**src/basrt_pkg.sv**
```systemverilog
// Package for the bridge converter serial reader with tare.
// Holds the phase and flow types, request and register codes, reset values and
// the command and status structs shared by the controller and the datapath.
package basrt_pkg;

    localparam int FUNC_W     = 2;
    localparam int CFG_IDX_W  = 2;
    localparam int CFG_DATA_W = 24;
    localparam int GAP_W      = 16;
    localparam int TIMEOUT_W  = 24;
    localparam int PULSE_W    = 2;

    localparam logic [FUNC_W-1:0] FUNC_NONE  = 2'd0;
    localparam logic [FUNC_W-1:0] FUNC_WEIGH = 2'd1;
    localparam logic [FUNC_W-1:0] FUNC_TARE  = 2'd2;

    localparam logic [CFG_IDX_W-1:0] REG_GAP     = 2'd0;
    localparam logic [CFG_IDX_W-1:0] REG_TIMEOUT = 2'd1;
    localparam logic [CFG_IDX_W-1:0] REG_PULSES  = 2'd2;

    localparam logic [GAP_W-1:0]     GAP_RESET     = 16'd107;
    localparam logic [TIMEOUT_W-1:0] TIMEOUT_RESET = 24'd1000000;
    localparam logic [PULSE_W-1:0]   PULSES_RESET  = 2'd2;

    typedef enum logic [2:0] {
        PH_IDLE   = 3'd0,
        PH_WAIT   = 3'd1,
        PH_BIT_HI = 3'd2,
        PH_BIT_LO = 3'd3,
        PH_PUL_HI = 3'd4,
        PH_PUL_LO = 3'd5
    } phase_t;

    typedef enum logic {
        FL_RUN = 1'b0,
        FL_DIV = 1'b1
    } flow_t;

    typedef struct packed {
        logic wait_clear;
        logic wait_inc;
        logic bits_clear;
        logic bit_shift;
        logic shift_in;
        logic pulse_clear;
        logic pulse_inc;
        logic op_load;
        logic op_tare;
        logic tflag_set;
        logic tflag_clear;
        logic tare_load;
        logic result_load;
        logic sck;
        logic busy;
        logic done;
        logic div_start;
        logic div_store;
    } ctrl_cmd_t;

    typedef struct packed {
        logic wait_hit;
        logic last_bit;
        logic last_pulse;
        logic op_is_tare;
        logic div_busy;
    } dp_status_t;

endpackage

```
**src/basrt_in_if.sv**
```systemverilog
// Request channel: one timebase tick with its request code and data line level.
// Depends on basrt_pkg for the field widths.
interface basrt_in_if;
    logic                       valid;
    logic                       ready;
    logic [basrt_pkg::FUNC_W-1:0] func;
    logic                       dout_level;

    modport source (output valid, output func, output dout_level, input ready);
    modport sink (input valid, input func, input dout_level, output ready);
endinterface

```
**src/basrt_out_if.sv**
```systemverilog
// Result channel: the serial clock level and the read outcome for one tick.
// The reading width follows the DATA_BITS parameter.
interface basrt_out_if #(
    parameter int DATA_BITS = 24
);
    logic                   valid;
    logic                   ready;
    logic                   sck_level;
    logic                   busy_res;
    logic                   done_res;
    logic                   was_tare;
    logic [DATA_BITS-1:0]   raw_code;
    logic signed [DATA_BITS:0] weight;
    logic                   timed_out;

    modport source (
        output valid, output sck_level, output busy_res, output done_res,
        output was_tare, output raw_code, output weight, output timed_out,
        input ready
    );
    modport sink (
        input valid, input sck_level, input busy_res, input done_res,
        input was_tare, input raw_code, input weight, input timed_out,
        output ready
    );
endinterface

```
**src/basrt_cfg_if.sv**
```systemverilog
// Configuration write channel carrying a register index and write data.
// Depends on basrt_pkg for the field widths.
interface basrt_cfg_if;
    logic                             valid;
    logic                             ready;
    logic [basrt_pkg::CFG_IDX_W-1:0]  index;
    logic [basrt_pkg::CFG_DATA_W-1:0] data;

    modport source (output valid, output index, output data, input ready);
    modport sink (input valid, input index, input data, output ready);
endinterface

```
**src/bridge_adc_serial_reader_tare.sv**
```systemverilog
// Serial reader for a 24-bit bridge converter with tare capture and weighing.
// Each request transfer is one timebase tick and yields exactly one result
// transfer carrying the serial clock level for that tick and, on the tick a
// read completes, the offset-binary reading, the timeout flag and, for a weigh,
// (reading - tare) / gap_divisor truncated toward zero. A tick is taken every
// clock cycle while the result register is free or being emptied and no
// division is running. The result of the completion tick of a weigh is held
// back until the bit-serial divider, which produces one quotient bit per
// cycle, has finished; no further tick is taken meanwhile. Configuration
// transfers are accepted in every cycle. Depends on basrt_pkg, the channel
// interfaces, basrt_ctrl, basrt_dp and basrt_div.
module bridge_adc_serial_reader_tare #(
    parameter int DATA_BITS = 24
) (
    input  logic        clk,
    input  logic        rst_n,
    basrt_in_if.sink    req,
    basrt_out_if.source res,
    basrt_cfg_if.sink   cfg
);

    basrt_pkg::ctrl_cmd_t  cmd;
    basrt_pkg::dp_status_t status;
    logic [DATA_BITS:0]    weight_bits;

    basrt_ctrl u_ctrl (
        .clk        (clk),
        .rst_n      (rst_n),
        .req_valid  (req.valid),
        .req_ready  (req.ready),
        .func       (req.func),
        .dout_level (req.dout_level),
        .res_valid  (res.valid),
        .res_ready  (res.ready),
        .cmd        (cmd),
        .status     (status)
    );

    basrt_dp #(
        .DATA_BITS (DATA_BITS)
    ) u_dp (
        .clk       (clk),
        .rst_n     (rst_n),
        .cmd       (cmd),
        .status    (status),
        .cfg_valid (cfg.valid),
        .cfg_ready (cfg.ready),
        .cfg_index (cfg.index),
        .cfg_data  (cfg.data),
        .sck_level (res.sck_level),
        .busy_res  (res.busy_res),
        .done_res  (res.done_res),
        .was_tare  (res.was_tare),
        .raw_code  (res.raw_code),
        .weight    (weight_bits),
        .timed_out (res.timed_out)
    );

    assign res.weight = $signed(weight_bits);

endmodule

```
**src/basrt_div.sv**
```systemverilog
// Bit-serial signed divider: (raw - tare) / gap, truncated toward zero.
// Restoring division, one quotient bit per cycle; depends on basrt_pkg.
module basrt_div #(
    parameter int DATA_BITS = 24
) (
    input  logic                         clk,
    input  logic                         rst_n,
    input  logic                         start,
    input  logic [DATA_BITS-1:0]         raw,
    input  logic [DATA_BITS-1:0]         tare,
    input  logic [basrt_pkg::GAP_W-1:0]  gap,
    output logic                         busy,
    output logic [DATA_BITS:0]           quot
);

    localparam int CNT_W = $clog2(DATA_BITS);
    localparam int GW    = basrt_pkg::GAP_W;

    logic [DATA_BITS:0]   diff;
    logic [DATA_BITS-1:0] mag;
    logic [GW-1:0]        divisor;
    logic [GW:0]          trial;
    logic [GW:0]          trial_sub;
    logic                 fits;

    logic [DATA_BITS-1:0] num_reg, num_next;
    logic [GW-1:0]        rem_reg, rem_next;
    logic [GW-1:0]        div_reg, div_next;
    logic [CNT_W-1:0]     cnt_reg, cnt_next;
    logic                 busy_reg, busy_next;
    logic                 neg_reg, neg_next;

    assign diff      = {1'b0, raw} - {1'b0, tare};
    assign mag       = diff[DATA_BITS] ? (~diff[DATA_BITS-1:0] + 1'b1)
                                       : diff[DATA_BITS-1:0];
    assign divisor   = (gap == '0) ? GW'(1) : gap;
    assign trial     = {rem_reg, num_reg[DATA_BITS-1]};
    assign trial_sub = trial - {1'b0, div_reg};
    assign fits      = (trial >= {1'b0, div_reg});

    always_comb
    begin
        num_next  = num_reg;
        rem_next  = rem_reg;
        div_next  = div_reg;
        cnt_next  = cnt_reg;
        busy_next = busy_reg;
        neg_next  = neg_reg;
        if (start)
        begin
            num_next  = mag;
            rem_next  = '0;
            div_next  = divisor;
            cnt_next  = CNT_W'(DATA_BITS - 1);
            busy_next = 1'b1;
            neg_next  = diff[DATA_BITS];
        end
        else if (busy_reg)
        begin
            num_next = {num_reg[DATA_BITS-2:0], fits};
            rem_next = fits ? trial_sub[GW-1:0] : trial[GW-1:0];
            if (cnt_reg == '0)
            begin
                busy_next = 1'b0;
            end
            else
            begin
                cnt_next = cnt_reg - 1'b1;
            end
        end
    end

    always_ff @(posedge clk or negedge rst_n)
    begin
        if (!rst_n)
        begin
            busy_reg <= 1'b0;
            cnt_reg  <= '0;
        end
        else
        begin
            busy_reg <= busy_next;
            cnt_reg  <= cnt_next;
        end
    end

    always_ff @(posedge clk)
    begin
        num_reg <= num_next;
        rem_reg <= rem_next;
        div_reg <= div_next;
        neg_reg <= neg_next;
    end

    assign busy = busy_reg;
    assign quot = neg_reg ? (~{1'b0, num_reg} + 1'b1) : {1'b0, num_reg};

endmodule

```
**src/basrt_dp.sv**
```systemverilog
// Datapath: configuration registers, wait and bit counters, shift register,
// tare store, divider and the result register. Depends on basrt_pkg, basrt_div.
module basrt_dp #(
    parameter int DATA_BITS = 24
) (
    input  logic                              clk,
    input  logic                              rst_n,
    input  basrt_pkg::ctrl_cmd_t              cmd,
    output basrt_pkg::dp_status_t             status,
    input  logic                              cfg_valid,
    output logic                              cfg_ready,
    input  logic [basrt_pkg::CFG_IDX_W-1:0]   cfg_index,
    input  logic [basrt_pkg::CFG_DATA_W-1:0]  cfg_data,
    output logic                              sck_level,
    output logic                              busy_res,
    output logic                              done_res,
    output logic                              was_tare,
    output logic [DATA_BITS-1:0]              raw_code,
    output logic [DATA_BITS:0]                weight,
    output logic                              timed_out
);

    localparam int BIT_W = $clog2(DATA_BITS);
    localparam int TW    = basrt_pkg::TIMEOUT_W;
    localparam int PW    = basrt_pkg::PULSE_W;

    logic [basrt_pkg::GAP_W-1:0] gap_reg;
    logic [TW-1:0]               timeout_reg;
    logic [PW-1:0]               pulses_reg;

    logic [TW-1:0]        wait_reg, wait_next;
    logic [BIT_W-1:0]     bit_idx_reg, bit_idx_next;
    logic [DATA_BITS-1:0] shift_reg, shift_next;
    logic [PW-1:0]        pulse_reg, pulse_next;
    logic [DATA_BITS-1:0] tare_reg, tare_next;
    logic                 op_tare_reg, op_tare_next;
    logic                 tflag_reg, tflag_next;

    logic                 sck_res_reg;
    logic                 busy_res_reg;
    logic                 done_res_reg;
    logic                 was_tare_reg;
    logic [DATA_BITS-1:0] raw_res_reg;
    logic [DATA_BITS:0]   weight_reg;
    logic                 timed_out_reg;

    logic [TW-1:0]        wait_plus;
    logic [TW-1:0]        limit;
    logic [PW-1:0]        pulses_eff;
    logic [PW:0]          pulse_plus;
    logic [DATA_BITS-1:0] raw;
    logic                 div_busy;
    logic [DATA_BITS:0]   div_quot;

    assign wait_plus  = wait_reg + 1'b1;
    assign limit      = (timeout_reg == '0) ? TW'(1) : timeout_reg;
    assign pulses_eff = (pulses_reg == '0) ? PW'(1) : pulses_reg;
    assign pulse_plus = {1'b0, pulse_reg} + 1'b1;
    assign raw        = {~shift_reg[DATA_BITS-1], shift_reg[DATA_BITS-2:0]};

    assign status.wait_hit   = (wait_plus >= limit);
    assign status.last_bit   = (bit_idx_reg == BIT_W'(DATA_BITS - 1));
    assign status.last_pulse = (pulse_plus >= {1'b0, pulses_eff});
    assign status.op_is_tare = op_tare_reg;
    assign status.div_busy   = div_busy;

    basrt_div #(
        .DATA_BITS (DATA_BITS)
    ) u_div (
        .clk   (clk),
        .rst_n (rst_n),
        .start (cmd.div_start),
        .raw   (raw),
        .tare  (tare_reg),
        .gap   (gap_reg),
        .busy  (div_busy),
        .quot  (div_quot)
    );

    assign cfg_ready = 1'b1;

    always_ff @(posedge clk or negedge rst_n)
    begin
        if (!rst_n)
        begin
            gap_reg     <= basrt_pkg::GAP_RESET;
            timeout_reg <= basrt_pkg::TIMEOUT_RESET;
            pulses_reg  <= basrt_pkg::PULSES_RESET;
        end
        else if (cfg_valid)
        begin
            case (cfg_index)
                basrt_pkg::REG_GAP:     gap_reg     <= cfg_data[basrt_pkg::GAP_W-1:0];
                basrt_pkg::REG_TIMEOUT: timeout_reg <= cfg_data[TW-1:0];
                basrt_pkg::REG_PULSES:  pulses_reg  <= cfg_data[PW-1:0];
                default:
                begin
                end
            endcase
        end
    end

    always_comb
    begin
        wait_next    = wait_reg;
        bit_idx_next = bit_idx_reg;
        shift_next   = shift_reg;
        pulse_next   = pulse_reg;
        tare_next    = tare_reg;
        op_tare_next = op_tare_reg;
        tflag_next   = tflag_reg;

        if (cmd.wait_clear)
        begin
            wait_next = '0;
        end
        else if (cmd.wait_inc)
        begin
            wait_next = wait_plus;
        end

        if (cmd.bits_clear)
        begin
            shift_next   = '0;
            bit_idx_next = '0;
        end
        else if (cmd.bit_shift)
        begin
            shift_next   = {shift_reg[DATA_BITS-2:0], cmd.shift_in};
            bit_idx_next = status.last_bit ? '0 : bit_idx_reg + 1'b1;
        end

        if (cmd.pulse_clear)
        begin
            pulse_next = '0;
        end
        else if (cmd.pulse_inc)
        begin
            pulse_next = pulse_plus[PW-1:0];
        end

        if (cmd.op_load)
        begin
            op_tare_next = cmd.op_tare;
        end

        if (cmd.tflag_set)
        begin
            tflag_next = 1'b1;
        end
        else if (cmd.tflag_clear)
        begin
            tflag_next = 1'b0;
        end

        if (cmd.tare_load)
        begin
            tare_next = raw;
        end
    end

    always_ff @(posedge clk or negedge rst_n)
    begin
        if (!rst_n)
        begin
            wait_reg    <= '0;
            bit_idx_reg <= '0;
            shift_reg   <= '0;
            pulse_reg   <= '0;
            tare_reg    <= '0;
            op_tare_reg <= 1'b0;
            tflag_reg   <= 1'b0;
        end
        else
        begin
            wait_reg    <= wait_next;
            bit_idx_reg <= bit_idx_next;
            shift_reg   <= shift_next;
            pulse_reg   <= pulse_next;
            tare_reg    <= tare_next;
            op_tare_reg <= op_tare_next;
            tflag_reg   <= tflag_next;
        end
    end

    always_ff @(posedge clk)
    begin
        if (cmd.result_load)
        begin
            sck_res_reg   <= cmd.sck;
            busy_res_reg  <= cmd.busy;
            done_res_reg  <= cmd.done;
            was_tare_reg  <= cmd.done & op_tare_reg;
            raw_res_reg   <= cmd.done ? raw : '0;
            weight_reg    <= '0;
            timed_out_reg <= cmd.done & tflag_reg;
        end
        else if (cmd.div_store)
        begin
            weight_reg <= div_quot;
        end
    end

    assign sck_level = sck_res_reg;
    assign busy_res  = busy_res_reg;
    assign done_res  = done_res_reg;
    assign was_tare  = was_tare_reg;
    assign raw_code  = raw_res_reg;
    assign weight    = weight_reg;
    assign timed_out = timed_out_reg;

endmodule

```
**src/basrt_ctrl.sv**
```systemverilog
// Controller: the converter phase sequence, the data-ready detector and the
// transfer flow control. Depends on basrt_pkg for its types and codes.
module basrt_ctrl (
    input  logic                           clk,
    input  logic                           rst_n,
    input  logic                           req_valid,
    output logic                           req_ready,
    input  logic [basrt_pkg::FUNC_W-1:0]   func,
    input  logic                           dout_level,
    output logic                           res_valid,
    input  logic                           res_ready,
    output basrt_pkg::ctrl_cmd_t           cmd,
    input  basrt_pkg::dp_status_t          status
);

    basrt_pkg::phase_t phase_reg, phase_next;
    basrt_pkg::flow_t  flow_reg, flow_next;
    logic              low_seen_reg, low_seen_next;
    logic              out_valid_reg, out_valid_next;
    logic              accept;
    logic              go_div;

    always_ff @(posedge clk or negedge rst_n)
    begin
        if (!rst_n)
        begin
            phase_reg     <= basrt_pkg::PH_IDLE;
            flow_reg      <= basrt_pkg::FL_RUN;
            low_seen_reg  <= 1'b0;
            out_valid_reg <= 1'b0;
        end
        else
        begin
            phase_reg     <= phase_next;
            flow_reg      <= flow_next;
            low_seen_reg  <= low_seen_next;
            out_valid_reg <= out_valid_next;
        end
    end

    always_comb
    begin
        cmd            = '0;
        phase_next     = phase_reg;
        flow_next      = flow_reg;
        low_seen_next  = low_seen_reg;
        out_valid_next = out_valid_reg & ~res_ready;
        go_div         = 1'b0;

        req_ready = (flow_reg == basrt_pkg::FL_RUN) && (!out_valid_reg || res_ready);
        accept    = req_valid && req_ready;

        cmd.shift_in = dout_level;

        if (accept)
        begin
            cmd.busy = 1'b1;
            case (phase_reg)
                basrt_pkg::PH_WAIT:
                begin
                    if (!dout_level && low_seen_reg)
                    begin
                        low_seen_next   = 1'b0;
                        cmd.tflag_clear = 1'b1;
                        cmd.bits_clear  = 1'b1;
                        phase_next      = basrt_pkg::PH_BIT_HI;
                    end
                    else
                    begin
                        low_seen_next = !dout_level;
                        cmd.wait_inc  = 1'b1;
                        if (status.wait_hit)
                        begin
                            low_seen_next  = 1'b0;
                            cmd.tflag_set  = 1'b1;
                            cmd.bits_clear = 1'b1;
                            phase_next     = basrt_pkg::PH_BIT_HI;
                        end
                    end
                end
                basrt_pkg::PH_BIT_HI:
                begin
                    cmd.sck    = 1'b1;
                    phase_next = basrt_pkg::PH_BIT_LO;
                end
                basrt_pkg::PH_BIT_LO:
                begin
                    cmd.bit_shift = 1'b1;
                    if (status.last_bit)
                    begin
                        cmd.pulse_clear = 1'b1;
                        phase_next      = basrt_pkg::PH_PUL_HI;
                    end
                    else
                    begin
                        phase_next = basrt_pkg::PH_BIT_HI;
                    end
                end
                basrt_pkg::PH_PUL_HI:
                begin
                    cmd.sck    = 1'b1;
                    phase_next = basrt_pkg::PH_PUL_LO;
                end
                basrt_pkg::PH_PUL_LO:
                begin
                    if (status.last_pulse)
                    begin
                        cmd.done        = 1'b1;
                        cmd.pulse_clear = 1'b1;
                        phase_next      = basrt_pkg::PH_IDLE;
                        if (status.op_is_tare)
                        begin
                            cmd.tare_load = 1'b1;
                        end
                        else
                        begin
                            go_div = 1'b1;
                        end
                    end
                    else
                    begin
                        cmd.pulse_inc = 1'b1;
                        phase_next    = basrt_pkg::PH_PUL_HI;
                    end
                end
                default:
                begin
                    cmd.busy   = 1'b0;
                    phase_next = basrt_pkg::PH_IDLE;
                    if (func inside {basrt_pkg::FUNC_WEIGH, basrt_pkg::FUNC_TARE})
                    begin
                        cmd.op_load     = 1'b1;
                        cmd.op_tare     = (func == basrt_pkg::FUNC_TARE);
                        cmd.wait_clear  = 1'b1;
                        cmd.tflag_clear = 1'b1;
                        low_seen_next   = 1'b0;
                        phase_next      = basrt_pkg::PH_WAIT;
                    end
                end
            endcase

            cmd.result_load = 1'b1;
            cmd.div_start   = go_div;
            out_valid_next  = !go_div;
            flow_next       = go_div ? basrt_pkg::FL_DIV : basrt_pkg::FL_RUN;
        end
        else if (flow_reg == basrt_pkg::FL_DIV)
        begin
            if (!status.div_busy && (!out_valid_reg || res_ready))
            begin
                cmd.div_store  = 1'b1;
                out_valid_next = 1'b1;
                flow_next      = basrt_pkg::FL_RUN;
            end
        end
    end

    assign res_valid = out_valid_reg;

endmodule
```
**src/flat_wrapper.sv**
```systemverilog
// flat-port wrapper written by rule: the top's interface ports become plain ports
module bridge_adc_serial_reader_tare_flat 
#(
    parameter int DATA_BITS = 24
)
  (clk, rst_n, req_valid, req_func, req_dout_level, req_ready, res_valid, res_sck_level, res_busy_res, res_done_res, res_was_tare, res_raw_code, res_weight, res_timed_out, res_ready, cfg_valid, cfg_index, cfg_data, cfg_ready);
  basrt_in_if req_i ();
  basrt_out_if #(.DATA_BITS(DATA_BITS)) res_i ();
  basrt_cfg_if cfg_i ();
  input  logic clk;
  input  logic rst_n;
  input wire logic [$bits(req_i.valid)-1:0] req_valid;
  input wire logic [$bits(req_i.func)-1:0] req_func;
  input wire logic [$bits(req_i.dout_level)-1:0] req_dout_level;
  output wire logic [$bits(req_i.ready)-1:0] req_ready;
  output wire logic [$bits(res_i.valid)-1:0] res_valid;
  output wire logic [$bits(res_i.sck_level)-1:0] res_sck_level;
  output wire logic [$bits(res_i.busy_res)-1:0] res_busy_res;
  output wire logic [$bits(res_i.done_res)-1:0] res_done_res;
  output wire logic [$bits(res_i.was_tare)-1:0] res_was_tare;
  output wire logic [$bits(res_i.raw_code)-1:0] res_raw_code;
  output wire logic [$bits(res_i.weight)-1:0] res_weight;
  output wire logic [$bits(res_i.timed_out)-1:0] res_timed_out;
  input wire logic [$bits(res_i.ready)-1:0] res_ready;
  input wire logic [$bits(cfg_i.valid)-1:0] cfg_valid;
  input wire logic [$bits(cfg_i.index)-1:0] cfg_index;
  input wire logic [$bits(cfg_i.data)-1:0] cfg_data;
  output wire logic [$bits(cfg_i.ready)-1:0] cfg_ready;
  assign req_i.valid = req_valid;
  assign req_i.func = req_func;
  assign req_i.dout_level = req_dout_level;
  assign req_ready = req_i.ready;
  assign res_valid = res_i.valid;
  assign res_sck_level = res_i.sck_level;
  assign res_busy_res = res_i.busy_res;
  assign res_done_res = res_i.done_res;
  assign res_was_tare = res_i.was_tare;
  assign res_raw_code = res_i.raw_code;
  assign res_weight = res_i.weight;
  assign res_timed_out = res_i.timed_out;
  assign res_i.ready = res_ready;
  assign cfg_i.valid = cfg_valid;
  assign cfg_i.index = cfg_index;
  assign cfg_i.data = cfg_data;
  assign cfg_ready = cfg_i.ready;
  bridge_adc_serial_reader_tare #(.DATA_BITS(DATA_BITS)) u_core (.clk(clk), .rst_n(rst_n), .req(req_i), .res(res_i), .cfg(cfg_i));
endmodule
```
**config.mk**
```make
export PLATFORM = sky130hd
export DESIGN_NAME = bridge_adc_serial_reader_tare_flat
export DESIGN_NICKNAME = d
export VERILOG_FILES = /design/src/basrt_pkg.sv /design/src/basrt_in_if.sv /design/src/basrt_out_if.sv /design/src/basrt_cfg_if.sv /design/src/bridge_adc_serial_reader_tare.sv /design/src/basrt_div.sv /design/src/basrt_dp.sv /design/src/basrt_ctrl.sv /design/src/flat_wrapper.sv
export SDC_FILE = /design/constraint.sdc
export NUM_CORES = 1
export LEC_CHECK = 0
export BUFFER_PORTS_ARGS = -buffer_cell sky130_fd_sc_hd__buf_2
export CELL_PAD_IN_SITES_DETAIL_PLACEMENT = 1
export CELL_PAD_IN_SITES_GLOBAL_PLACEMENT = 2
export CORE_UTILIZATION = 43
export DETAILED_ROUTE_END_ITERATION = 7
export PLACE_DENSITY = 0.92
export SYNTH_ARGS = -nofsm -noshare
export SYNTH_HDL_FRONTEND = slang
export SYNTH_HIERARCHICAL = 1
export SYNTH_SLANG_ARGS = --single-unit
```
**constraint.sdc**
```tcl
create_clock -name clk -period 10.05 [get_ports clk]
set_input_delay 1.5075 -clock clk [delete_from_list [all_inputs] [get_ports clk]]
set_output_delay 1.5075 -clock clk [all_outputs]
set_load 0.02 [all_outputs]
```
After elaboration in Yosys (flattened, before gate mapping)
Cells that the tools add are included.

Register bits: 246. Latch bits: 0. Memory bits (writable): 0. Memory bits (read-only): 0. Input bits: 34. Output and inout bits: 57. Word-level logic and storage cells: 163. Memories: 0.

Add/subtract/negate cells: 8. $mul: 0. Div/mod/pow operators: 0. Magnitude comparators: 3. Equality and inequality tests: 12. Shift-type cells: 0. Muxes and demuxes: 74. Bitwise logic cells: 9. Reduce and logical (&&, ||, !) cells: 30.

Operators with widths (number): 24-bit two-way mux (8); 24-bit by 1-bit adder with 24-bit output (second input constant) (2); 1-bit two-way mux (42); 5-bit two-way mux (6); 25-bit by 1-bit adder with 25-bit output (second input constant) (1); 25-bit two-way mux (1); 24-bit NOT with 25-bit output (1); 24-bit by 24-bit subtractor with 25-bit output (1); 24-bit >= comparator (1); 24-bit logical NOT (1); 24-bit NOT (1); 17-bit by 16-bit >= comparator with 1-bit output (1); 16-bit logical NOT (1); 16-bit two-way mux (1); 16-bit subtractor (1); 3-bit one-hot mux with 5 select lines (1); 2-bit nonzero test (7); 12-bit two-way mux (1); 2-bit two-way mux (6); 3-bit two-way mux (4); 2-bit AND reduction (5); 3-bit by 2-bit == test with 1-bit output (second input constant) (2); 3-bit == test (second input constant) (2); 1-bit one-hot mux with 2 select lines (3); 22 further kinds (36).

Depth between registers and ports, before layout
Gate-level depths: netlist (run 1).

Depth after elaboration: 9. Gate-level depth with buffers: 17. Gate-level depth less buffers: 13.

Cells and area by module
Netlist (run 1), hierarchy kept.

By module, submodules not included: basrt_dp (times used 1, cells an instance 684, area each 8061.5 µm², sequential area each 4465.5 µm²); basrt_div (times used 1, cells an instance 759, area each 6194.7 µm², sequential area each 1701.6 µm²); basrt_ctrl (times used 1, cells an instance 75, area each 576.8 µm², sequential area each 150.1 µm²).

Least setup slack after synthesis (run 1)
Ideal clock, no wire load.

Path type: input port to flip-flop. Start: in res_ready. End: reg u_core.u_dp.u_div.num_reg[0] (enable). Arrival time: 4.391 ns. Required time: 9.671 ns. Slack: 5.280 ns. Stages: 7. Cell sequence: nand2b_1 > nand3_2 > nor3_1 > clkbuf_1 > clkbuf_1 > nor2_1 > inv_1.

RTL lines: from (decl) (line flat_wrapper.sv:24) `input wire logic [$bits(res_i.ready)-1:0] res_ready;`; to (signal assigned) (line basrt_div.sv:89) `num_reg <= num_next;`; to (decl) (line basrt_div.sv:26) `logic [DATA_BITS-1:0] num_reg, num_next;`.

Final worst setup path (run 1)
Start: reg u_core.u_dp.shift_reg[0]. End: reg u_core.u_dp.u_div.num_reg[20] (data pin).

Cells in the longest elaborated chain, start to end: 5.

RTL lines: from (decl) (line basrt_dp.sv:33) `logic [DATA_BITS-1:0] shift_reg, shift_next;`; from (signal assigned) (line basrt_dp.sv:178) `shift_reg <= shift_next;`; 24-bit by 24-bit subtractor with 25-bit output * (line basrt_div.sv:33) `assign diff = {1'b0, raw} - {1'b0, tare};`; 24-bit NOT (line basrt_div.sv:34) `assign mag = diff[DATA_BITS] ? (~diff[DATA_BITS-1:0] + 1'b1)`; 24-bit by 1-bit adder with 24-bit output (line basrt_div.sv:34); 24-bit two-way mux * (line basrt_div.sv:34); 24-bit two-way mux * (line basrt_div.sv:49) `if (start)`; net u_core.u_dp.u_div.num_next[20] (line basrt_div.sv:26).

The timed path passes the listed nets; every way through them passes the cells marked *. A chain may end at the register's enable or synchronous reset.

==> summary.txt, run 1 <==
Status
  • Outcome: completed

Critical path
  • Crit end category: flop
  • Startpoint types: flop
  • Peak per-stage delay on the critical path: 1.03 ns
  • Critical Setup Path Class: flop to flop
  • Crit-path cells: inv_1 -> ha_1 -> fa_1 -> nor2b_1 -> o31ai_1 -> a21o_1 -> o21ai_0 -> a31oi_1 -> o21ai_0 -> and2_0 -> o221ai_1 -> a211o_2
  • Buf/Inv on CP: 1
  • Critical Path AT: 5.42 ns
  • Peak fanout along the critical path: 24
  • WP data required: 10.35 ns
  • CP max-delay cell: o21ai_0
  • CP top delay family: compound AO/OA/AOI/OAI gates
  • Cell repeated most along the worst path: o21ai_0

Clock network
  • # clock sinks: 246
  • Post-CTS Setup Bufs: 0
  • Post-CTS Hold Buffers: 0
  • Clk Latency, worst-skew pair: 0.58 ns
  • Max clock buf depth: 3
  • CTS clock-pin slew for the worst setup and hold paths: 0.06 ns
  • CTS resizes: 0
  • CTS tree: done
  • Root Driver: clkbuf_16
  • H-Tree Depth: 1
  • Total CTS buffers: 28

Placed design
  • Port Buffers: 89
  • DP HPWL: 26540 um
  • Inst Count DP: 1974
  • RD Place Congestion: 0.8583

Global route
  • Number of antenna violations at the first check in global routing: 0
  • Largest net degree at the start of global routing: 83
  • GRT Total Usage: 20.91%
  • Vias in the first global route: 11845
  • First-pass GRT wire length: 60850 um
  • Global route overflow: 0

Floorplan
  • Die area: 35240 um^2
  • Std-Cell Rows: 67
  • Die W: 187.7 um
  • Die Ht: 187.7 um
  • Starting Density: 44.01%
  • I/O Pins: 91
  • Core box area: 33700 um^2

Final layout
  • Syn-to-layout area delta: 10.89%
  • Filler cells: 3822
  • Ant. Diodes: 0
  • Max reg flops: 25
  • Final Non-Filler Cells: 2026
  • # nets final: 1666
  • Layout cell share with drive strength beyond 1: 16.54%

Drt
  • Avg WL per Cell: 18.11 um
  • Post-route ant nets: 0
  • Vias after detailed routing: 11297
  • Vias/cell: 5.576
  • 1st-pass router iterations: 5
  • DR DRC count: 0
  • DRT Wirelength: 36700 um
  • Initial drt markers: 630

Timing
  • Final-report setup violation count: 0
  • Worst slew margin: 14.68%
  • Minimum clock period: 5.123 ns
  • Worst Clk Skew: 0.04036 ns
  • RSZ-0062 raised after global routing: no
  • Final Hold Fails: 0
  • Post-route clock period utilization: 50.98%
  • Worst-Margin Slew: 1.266 ns
  • F_max: 195.2 MHz
  • Setup TNS Final: 0 ns
  • Max-slew violations: 0

Power
  • Sequential power share: 33.3%
  • Comb power frac: 40.1%
  • Clk pwr share: 26.6%
  • Leakage power: 7.063 nW
  • Switching share of power: 38.67%
  • Net Sw Power: 1.423 mW
  • Worst VDD drop: 0.1364 mV
  • Internal Power: 2.256 mW
  • Pwr dens: 223.6 nW/um^2

Yosys
  • Most used DFF post-synth: dfrtp_1
  • Synth Area per Inst: 9.771 um^2
  • FF+latch count, synth: 246
  • Area of the mapped netlist: 14830 um^2
  • Synth Net Count: 1628
  • EDFF count, synth: 70
  • Area leader, netlist: dfrtp_1
  • Sequential element share of the synthesized area: 42.59%
  • YS warnings: 6
  • Synth cell types: 98
  • Ys async rst share: 54.88%
  • Yosys top cell area share: 20.58%
  • Top cells by area, synth: dfrtp_1, edfxtp_1, ha_1, mux2_2, dfxtp_1
  • Synth Instances: 1518

Job
  • Max-Cap Viols: 0

Worst hold path
  • HP Class: flop to flop
==> worst paths after layout <==
kind / cells past startpoint / startpoint / to / slack [ns]
worst max-delay path: 12 / u_core/u_dp/shift_reg[0] / u_core/u_dp/u_div/num_reg[20] / 4.93
worst min-delay path: 2 / u_core/u_dp/u_div/rem_reg[15] / u_core/u_dp/u_div/rem_reg[15] / 0.47
worst max register to register: 12 / u_core/u_dp/shift_reg[0] / u_core/u_dp/u_div/num_reg[20] / 4.93
worst min register to register: 2 / u_core/u_dp/u_div/rem_reg[15] / u_core/u_dp/u_div/rem_reg[15] / 0.47
max in group asynchronous: 2 / rst_n / u_core/u_dp/gap_reg[10] / 7.72
min in group asynchronous: 1 / rst_n / u_core/u_ctrl/phase_reg[0] / 0.94
==> power groups by stage <==
stage	Clock, mW	Sequential (mW)	Combinational [mW]
after detailed placement	0	1.24	1.45
final	0.979	1.23	1.47
after global placement	0	1.24	1.41
after global routing	1.04	1.24	1.62
after floorplan	0	1.21	1.12
after CTS	1.01	1.23	1.47
==> cell usage in the layout (no fill, tap or decap), types with 18 or more instances in the layout <==
master and instances:
nor2_1 159, dfrtp_1 122, inv_1 101, buf_2 88, a21oi_1 75, mux2_2 73
ha_1 73, edfxtp_1 70, nand2_1 69, mux2i_1 65, xnor2_1 55, o21ai_0 42
dfxtp_1 41, and2_1 35, xor2_1 32, nand3_1 31, clkbuf_16 28, nor3_1 26
nand4_1 26, o31ai_1 21, or3_1 21, nor4_1 20, o21a_1 19, nand2b_1 18
==> cell usage after synthesis (7+ instances only) <==
cell and count:
dfstp_2 13, ha_1 73, o211ai_1 10, nor2b_1 17, o31ai_1 21, xnor2_1 55
nand2_1 69, mux2_2 73, edfxtp_1 70, o21a_1 19, buf_2 7, dfxtp_1 41
nor2_1 161, a21o_1 7, and2_1 35, nand3_1 31, a211oi_1 17, o21ai_0 42
and3_1 13, nand4_1 26, a21oi_1 75, or4_1 14, buf_4 8, dfrtp_1 122
nor4_1 20, nor3_1 28, nor3b_1 7, inv_1 102, nand2b_1 18, mux2i_1 65
nand3b_1 7, clkbuf_1 71, a31oi_1 13, or3_1 21, xor2_1 32
==> layer usage <==
layer	vias to the layer above	global-route usage, %	part of all wire (%)
met1	5609	28.14	47
met4	0	4.534	1.9
met3	40	2.620	3.4
met5	-	0	0
met2	173	35.87	48
li1	5475	-	-
==> area by class of cell <==
cell class,instances,area [um^2],area share (%)
inverter,103,386.6,2.351
multi-input combinational,1076,7762,47.19
clock buffer,39,782.0,4.754
clock inverter,13,97.59,0.5933
timing repair buffer,101,541.8,3.294
sequential,246,6317,38.41
tap,448,560.5,3.408
==> kinds of logic (layout without fill, tap and decap cells) <==
family,Yosys count,in the layout,share of synthesized area [%]
compound gates,273,273,12.65
flops,246,246,42.59
mux,140,140,10.08
fa+ha+maj,76,76,6.563
buf+inv,196,256,5.280
xor+xnor,87,87,5.137
other cells,1,1,0.02528
simple gates,499,499,17.67
==> metrics by stage <==
step	setup slack [ns]	power (mW)	instance area (um^2)	hold WS (ns)	util, %
floorplan	5.280	2.328	14830	0.4258	-
global placement	5.317	2.646	15570	0.4513	46.20
detailed placement	5.027	2.698	15570	0.4587	46.20
CTS	4.973	3.701	16450	0.4730	48.81
global route	4.582	3.901	16450	0.5009	48.81
finish	4.927	3.679	16450	0.4666	48.81
==> worst reg2reg max path, delay by kind of cell, from the launching register on <==
kind	cells	cell delay, ns
AOI/OAI and AO/OA	7	2.62
and+or+nand+nor	2	1.08
adders and majority gates	2	0.67
DFF	1	0.40
buffers and inverters	1	0.07
(Power assumes the default switching activity.)
==> inputs of run 2 (changes only) <==
Settings changed: CORE_UTILIZATION 43 to 36, PLACE_DENSITY 0.92 to 0.83.
Clock period 10.05 ns to 4.6 ns, I/O delays scaled along.
==> run 2 against run 1 <==
  * Die area rose by 19%
  * Flip-flop and latch count did not move
  * Clock power rose by 130%
  * Register-to-register slack got worse by 4.4 ns
  * Critical path depth rose by 1
  * Global-route usage fell by 3.1 points
  * Power rose by 120%
  * Non-clock buffer count rose by 7
  * Highest routed layer unchanged
==> summary.txt, run 2 (synthesized netlist as in run 1, its figures left out) <==
Floorplan
  • Core box area: 40190 um^2
  • Std-Cell Rows: 73
  • I/O Pins: 91
  • Die W: 205.0 um
  • Starting Density: 36.91%
  • Die Ht: 205.0 um
  • Die area: 42020 um^2

Final layout
  • Max reg flops: 25
  • Filler cells: 4597
  • Commonest non-fill, non-tap cells in the layout: nor2_1, dfrtp_1, inv_1
  • Syn-to-layout area delta: 12.46%
  • Ant. Diodes: 0
  • # nets final: 1674
  • Layout cell share with drive strength beyond 1: 17.52%
  • Commonest non-fill, non-tap cell in the layout: nor2_1

Clock network
  • Post-CTS Setup Bufs: 0
  • Post-CTS Hold Buffers: 0
  • Clk Latency, worst-skew pair: 0.57 ns
  • CTS resizes: 0
  • CTS tree: done
  • Root Driver: clkbuf_16
  • H-Tree Depth: 1
  • Total CTS buffers: 29
  • CTS clock-pin slew for the worst setup and hold paths: 0.06 ns
  • # clock sinks: 246
  • Max clock buf depth: 3

Placed design
  • DP HPWL: 27070 um
  • RD Place Congestion: 0.8041
  • Port Buffers: 89
  • Place WS: 0.3225 ns

Drt
  • Vias after detailed routing: 11172
  • Vias/cell: 5.290
  • DR DRC count: 0
  • Post-route ant nets: 0
  • DRT Wirelength: 36990 um
  • Initial drt markers: 544
  • 1st-pass router iterations: 4
  • Avg WL per Cell: 17.51 um

Global route
  • Global route overflow: 0
  • Vias in the first global route: 11608
  • Number of antenna violations at the first check in global routing: 0
  • Largest net degree at the start of global routing: 87
  • First-pass GRT wire length: 61120 um
  • GRT Total Usage: 17.85%

Timing
  • Worst slew margin: 27.40%
  • Max-slew violations: 0
  • Final worst slack: 0.4951 ns
  • Worst Clk Skew: 0.01770 ns
  • Post-route clock period utilization: 89.24%
  • Final Hold Fails: 0
  • F_max: 243.6 MHz
  • Worst-Margin Slew: 1.089 ns
  • RSZ-0062 raised after global routing: no
  • Minimum clock period: 4.105 ns
  • Final-report setup violation count: 0
  • Setup TNS Final: 0 ns

Critical path
  • Crit-path cells: ha_1 -> nand3_2 -> or4_4 -> nor3_1 -> xor2_1 -> ha_1 -> nand4_1 -> a2111o_1 -> o211ai_1 -> nor2_1 -> nor3_2 -> buf_4 -> nor2_1
  • Peak fanout along the critical path: 29
  • Worst Setup SP: u_core/u_dp/wait_reg[0]
  • Flop-to-flop setup slack: 0.50 ns
  • Reg-to-reg critical path endpoint: u_core/u_dp/shift_reg[1]
  • WP data required: 5.03 ns
  • Reg2reg path depth: 13
  • Crit path to: u_core/u_dp/shift_reg[1]
  • Peak per-stage delay on the critical path: 0.65 ns
  • Worst r2r src: u_core/u_dp/wait_reg[0]
  • Crit end category: flop
  • Startpoint types: flop
  • CP max-delay cell: or4_4
  • Critical Setup Path Class: flop to flop
  • Critical Path AT: 4.53 ns

Status
  • Outcome: completed

Job
  • Max-Cap Viols: 0

Power
  • Leakage power: 7.142 nW
  • Pwr dens: 489.4 nW/um^2
  • Worst VDD drop: 0.3808 mV

Worst hold path
  • HP Class: input port to async pin
## run 2: how the worst min path moves through the flow
stage	endpoint	cells after the start	from	slack (ns)
3_5_place_dp	u_core/u_dp/u_div/rem_reg[15]	2	u_core/u_dp/u_div/rem_reg[15]	0.46
3_3_place_gp	u_core/u_dp/u_div/rem_reg[15]	2	u_core/u_dp/u_div/rem_reg[15]	0.45
2_1_floorplan	u_core/u_ctrl/flow_reg	0	rst_n	0.39
4_1_cts	u_core/u_dp/shift_reg[13]	1	rst_n	0.22
5_1_grt	u_core/u_dp/shift_reg[13]	1	rst_n	0.24
6_report	u_core/u_dp/shift_reg[13]	1	rst_n	0.18
## run 2: stage by stage
step / hold WS (ns) / util (%) / std cells / cell area (um^2) / total power [mW]
6_report: 0.1831 / 41.51 / 2112 / 16680 / 8.164
3_3_place_gp: 0.4475 / 39.14 / 2058 / 15730 / 5.790
5_1_grt: 0.2437 / 41.51 / 2112 / 16680 / 8.686
2_1_floorplan: 0.3944 / - / 1518 / 14830 / 5.087
3_5_place_dp: 0.4587 / 39.14 / 2058 / 15730 / 5.894
4_1_cts: 0.2153 / 41.50 / 2112 / 16680 / 8.234
## run 2: layer usage
metal | vias to the layer above | share of wire, % | GRT usage [%]
met5 | - | 0 | 0
met4 | 0 | 1.5 | 3.862
met3 | 36 | 2.8 | 2.259
met2 | 127 | 45 | 28.81
met1 | 5501 | 50 | 25.40
li1 | 5508 | - | -
## run 2: area by class of cell
class                           count  area (um^2)  area share [%]
Tap cell                          525        656.9           3.938
Clock inverter                     14        108.9          0.6526
Clock buffer                       40        838.3           5.026
Multi-Input combinational cell   1076         7766           46.56
Sequential cell                   246         6317           37.87
Timing Repair Buffer              108        606.8           3.638
Inverter                          103        386.6           2.318
## run 2: critical path, delay by kind of cell, from the launching register on
family,cells,cell delay [ns]
buffers and inverters,1,0.32
AND/OR/NAND/NOR,7,1.59
XOR/XNOR,1,0.14
flip-flops,1,0.47
AO/OA/AOI/OAI,2,0.80
adder cells (fa/ha/maj),2,0.62
## run 2: power breakdown
part | switching (mW) | internal [mW]
logic | 1.96 | 1.23
clock network | 0.944 | 1.33
registers | 0.242 | 2.46
==> inputs of run 3 (changes only) <==
Settings changed: CORE_MARGIN set to 4.
==> run 3 against run 2 <==
  * First-iteration DRC count increased by 9.0%
  * Fmax is 0.24% higher
  * Non-clock buffer count down 1
  * Flip-flop and latch count unchanged
  * Via count rose by 0.20%
  * Power grew 2.5%
  * Wire length rose by 0.23%
  * Setup slack improved by 0.0096 ns
  * Largest cell class unchanged
  * Largest power group unchanged
==> summary.txt, run 3 (synthesized netlist as in run 1, its figures left out) <==
Timing
  • Minimum clock period: 4.095 ns
  • Max-slew violations: 0
  • Minimum hold slack: 0.1597 ns
  • Worst slew margin: 27.60%
  • Final-report setup violation count: 0
  • Worst Clk Skew: 0.01456 ns
  • Post-route clock period utilization: 89.03%
  • Setup TNS Final: 0 ns
  • Final Hold Fails: 0
  • RSZ-0062 raised after global routing: no
  • F_max: 244.2 MHz
  • Worst-Margin Slew: 1.083 ns

Critical path
  • WP data required: 4.89 ns
  • Critical Setup Path Class: flop to flop
  • Startpoint types: flop
  • Peak per-stage delay on the critical path: 0.64 ns
  • Crit-path cells: ha_1 -> nor2b_4 -> o31a_1 -> o21a_1 -> o32a_1 -> a211oi_1 -> nand4_1 -> nor4_2 -> a2111o_1 -> nand3_1
  • Reg2reg path depth: 10
  • Critical Path AT: 4.39 ns
  • Crit end category: flop
  • Buf/Inv on CP: 0
  • CP top delay family: compound AO/OA/AOI/OAI gates
  • Peak fanout along the critical path: 9
  • Flop-to-flop setup slack: 0.50 ns
  • Worst path depth: 10
  • Reg-to-reg critical path endpoint: u_core/u_dp/u_div/num_reg[23]
  • CP max-delay cell: nor4_2
  • Worst r2r src: u_core/u_dp/shift_reg[1]

Drt
  • DR DRC count: 0
  • DRT Wirelength: 37080 um
  • 1st-pass router iterations: 4
  • Vias after detailed routing: 11194
  • Initial drt markers: 593
  • Post-route ant nets: 0
  • Vias/cell: 5.285
  • Avg WL per Cell: 17.51 um

Global route
  • Global route overflow: 0
  • Largest net degree at the start of global routing: 84
  • Vias in the first global route: 11871
  • GRT Total Usage: 16.72%
  • Number of antenna violations at the first check in global routing: 0
  • First-pass GRT wire length: 62450 um

Floorplan
  • Core box area: 40740 um^2
  • Starting Density: 36.41%
  • Die Ht: 211.0 um
  • I/O Pins: 91
  • Die area: 44510 um^2
  • Die W: 211.0 um
  • Std-Cell Rows: 74

Power
  • Clk pwr share: 29.7%
  • Net Sw Power: 3.153 mW
  • Pwr dens: 498.2 nW/um^2
  • Leakage power: 7.181 nW
  • Switching share of power: 37.69%
  • Sequential power share: 32.2%
  • Comb power frac: 38.1%
  • Worst VDD drop: 0.2735 mV
  • Internal Power: 5.212 mW

Clock network
  • Max clock buf depth: 3
  • Total CTS buffers: 29
  • Post-CTS Hold Buffers: 0
  • Clk Latency, worst-skew pair: 0.56 ns
  • Post-CTS Setup Bufs: 0
  • Root Driver: clkbuf_16
  • CTS resizes: 0
  • H-Tree Depth: 1
  • CTS clock-pin slew for the worst setup and hold paths: 0.06 ns
  • CTS tree: done
  • # clock sinks: 246

Final layout
  • Ant. Diodes: 0
  • Layout cell share with drive strength beyond 1: 17.40%
  • Max reg flops: 25
  • Design area: 16790 um^2
  • Final core utilization: 41.21%
  • Filler cells: 4634
  • Commonest non-fill, non-tap cells in the layout: nor2_1, dfrtp_1, inv_1
  • # nets final: 1673
  • Commonest non-fill, non-tap cell in the layout: nor2_1
  • Syn-to-layout area delta: 13.19%

Placed design
  • DP HPWL: 27140 um
  • Port Buffers: 89
  • Placed cell area: 15730 um^2
  • RD Place Congestion: 0.8292

Job
  • Max-Cap Viols: 0

Worst hold path
  • HP Class: input port to async pin

Status
  • Outcome: completed
[run 3: changes by cell type in the layout (fill, tap and decap cells not counted), sizes merged]
cell,previous run,this run
buf,108,107
inv,105,109
clkinvlp,2,1
clkinv,9,4
bufinv,1,3
[run 3: how the worst max path moves through the flow]
stage | from | slack (ns) | endpoint
after CTS | u_core/u_dp/wait_reg[0] | 0.37 | u_core/u_dp/shift_reg[11]
after global placement | u_core/u_dp/wait_reg[0] | 0.51 | u_core/u_dp/shift_reg[7]
after global routing | u_core/u_dp/shift_reg[0] | 0.11 | u_core/u_dp/u_div/num_reg[23]
after detailed placement | u_core/u_dp/wait_reg[0] | 0.40 | u_core/u_dp/shift_reg[11]
after floorplan | u_core/u_dp/pulses_reg[1] | 0.40 | u_core/u_dp/u_div/num_reg[0]
final | u_core/u_dp/shift_reg[1] | 0.50 | u_core/u_dp/u_div/num_reg[23]
[run 3: final cells by class]
class / count / area (um^2) / area share [%]
multi-input cells: 1076 / 7766 / 46.26
clock inverters: 14 / 172.7 / 1.028
inverters: 103 / 386.6 / 2.303
repair buffers: 107 / 599.3 / 3.570
clock buffers: 40 / 882.1 / 5.254
well taps: 532 / 665.6 / 3.965
flip-flops and latches: 246 / 6317 / 37.63
[run 3: per-stage QoR]
step / setup slack [ns] / cells / power, mW
finish: 0.5047 / 2118 / 8.365
global route: 0.1120 / 2118 / 8.963
CTS: 0.3702 / 2118 / 8.464
detailed placement: 0.4034 / 2064 / 5.902
global placement: 0.5078 / 2064 / 5.799
floorplan: 0.3951 / 1518 / 5.087
[run 3: routing by layer]
layer	GRT usage, %	routed length [um]	vias up
met5	0	0	-
met3	1.842	997	41
met1	24.07	18460	5531
met4	3.935	674	0
met2	27.21	16940	107
li1	-	-	5515
[run 3: power groups by stage]
stage          Clock [mW]  Combinational, mW  Sequential (mW)
3_3_place_gp            0               3.08             2.72
2_1_floorplan           0               2.44             2.65
3_5_place_dp            0               3.17             2.73
4_1_cts              2.58               3.19             2.70
6_report             2.49               3.18             2.69
5_1_grt              2.66               3.57             2.73
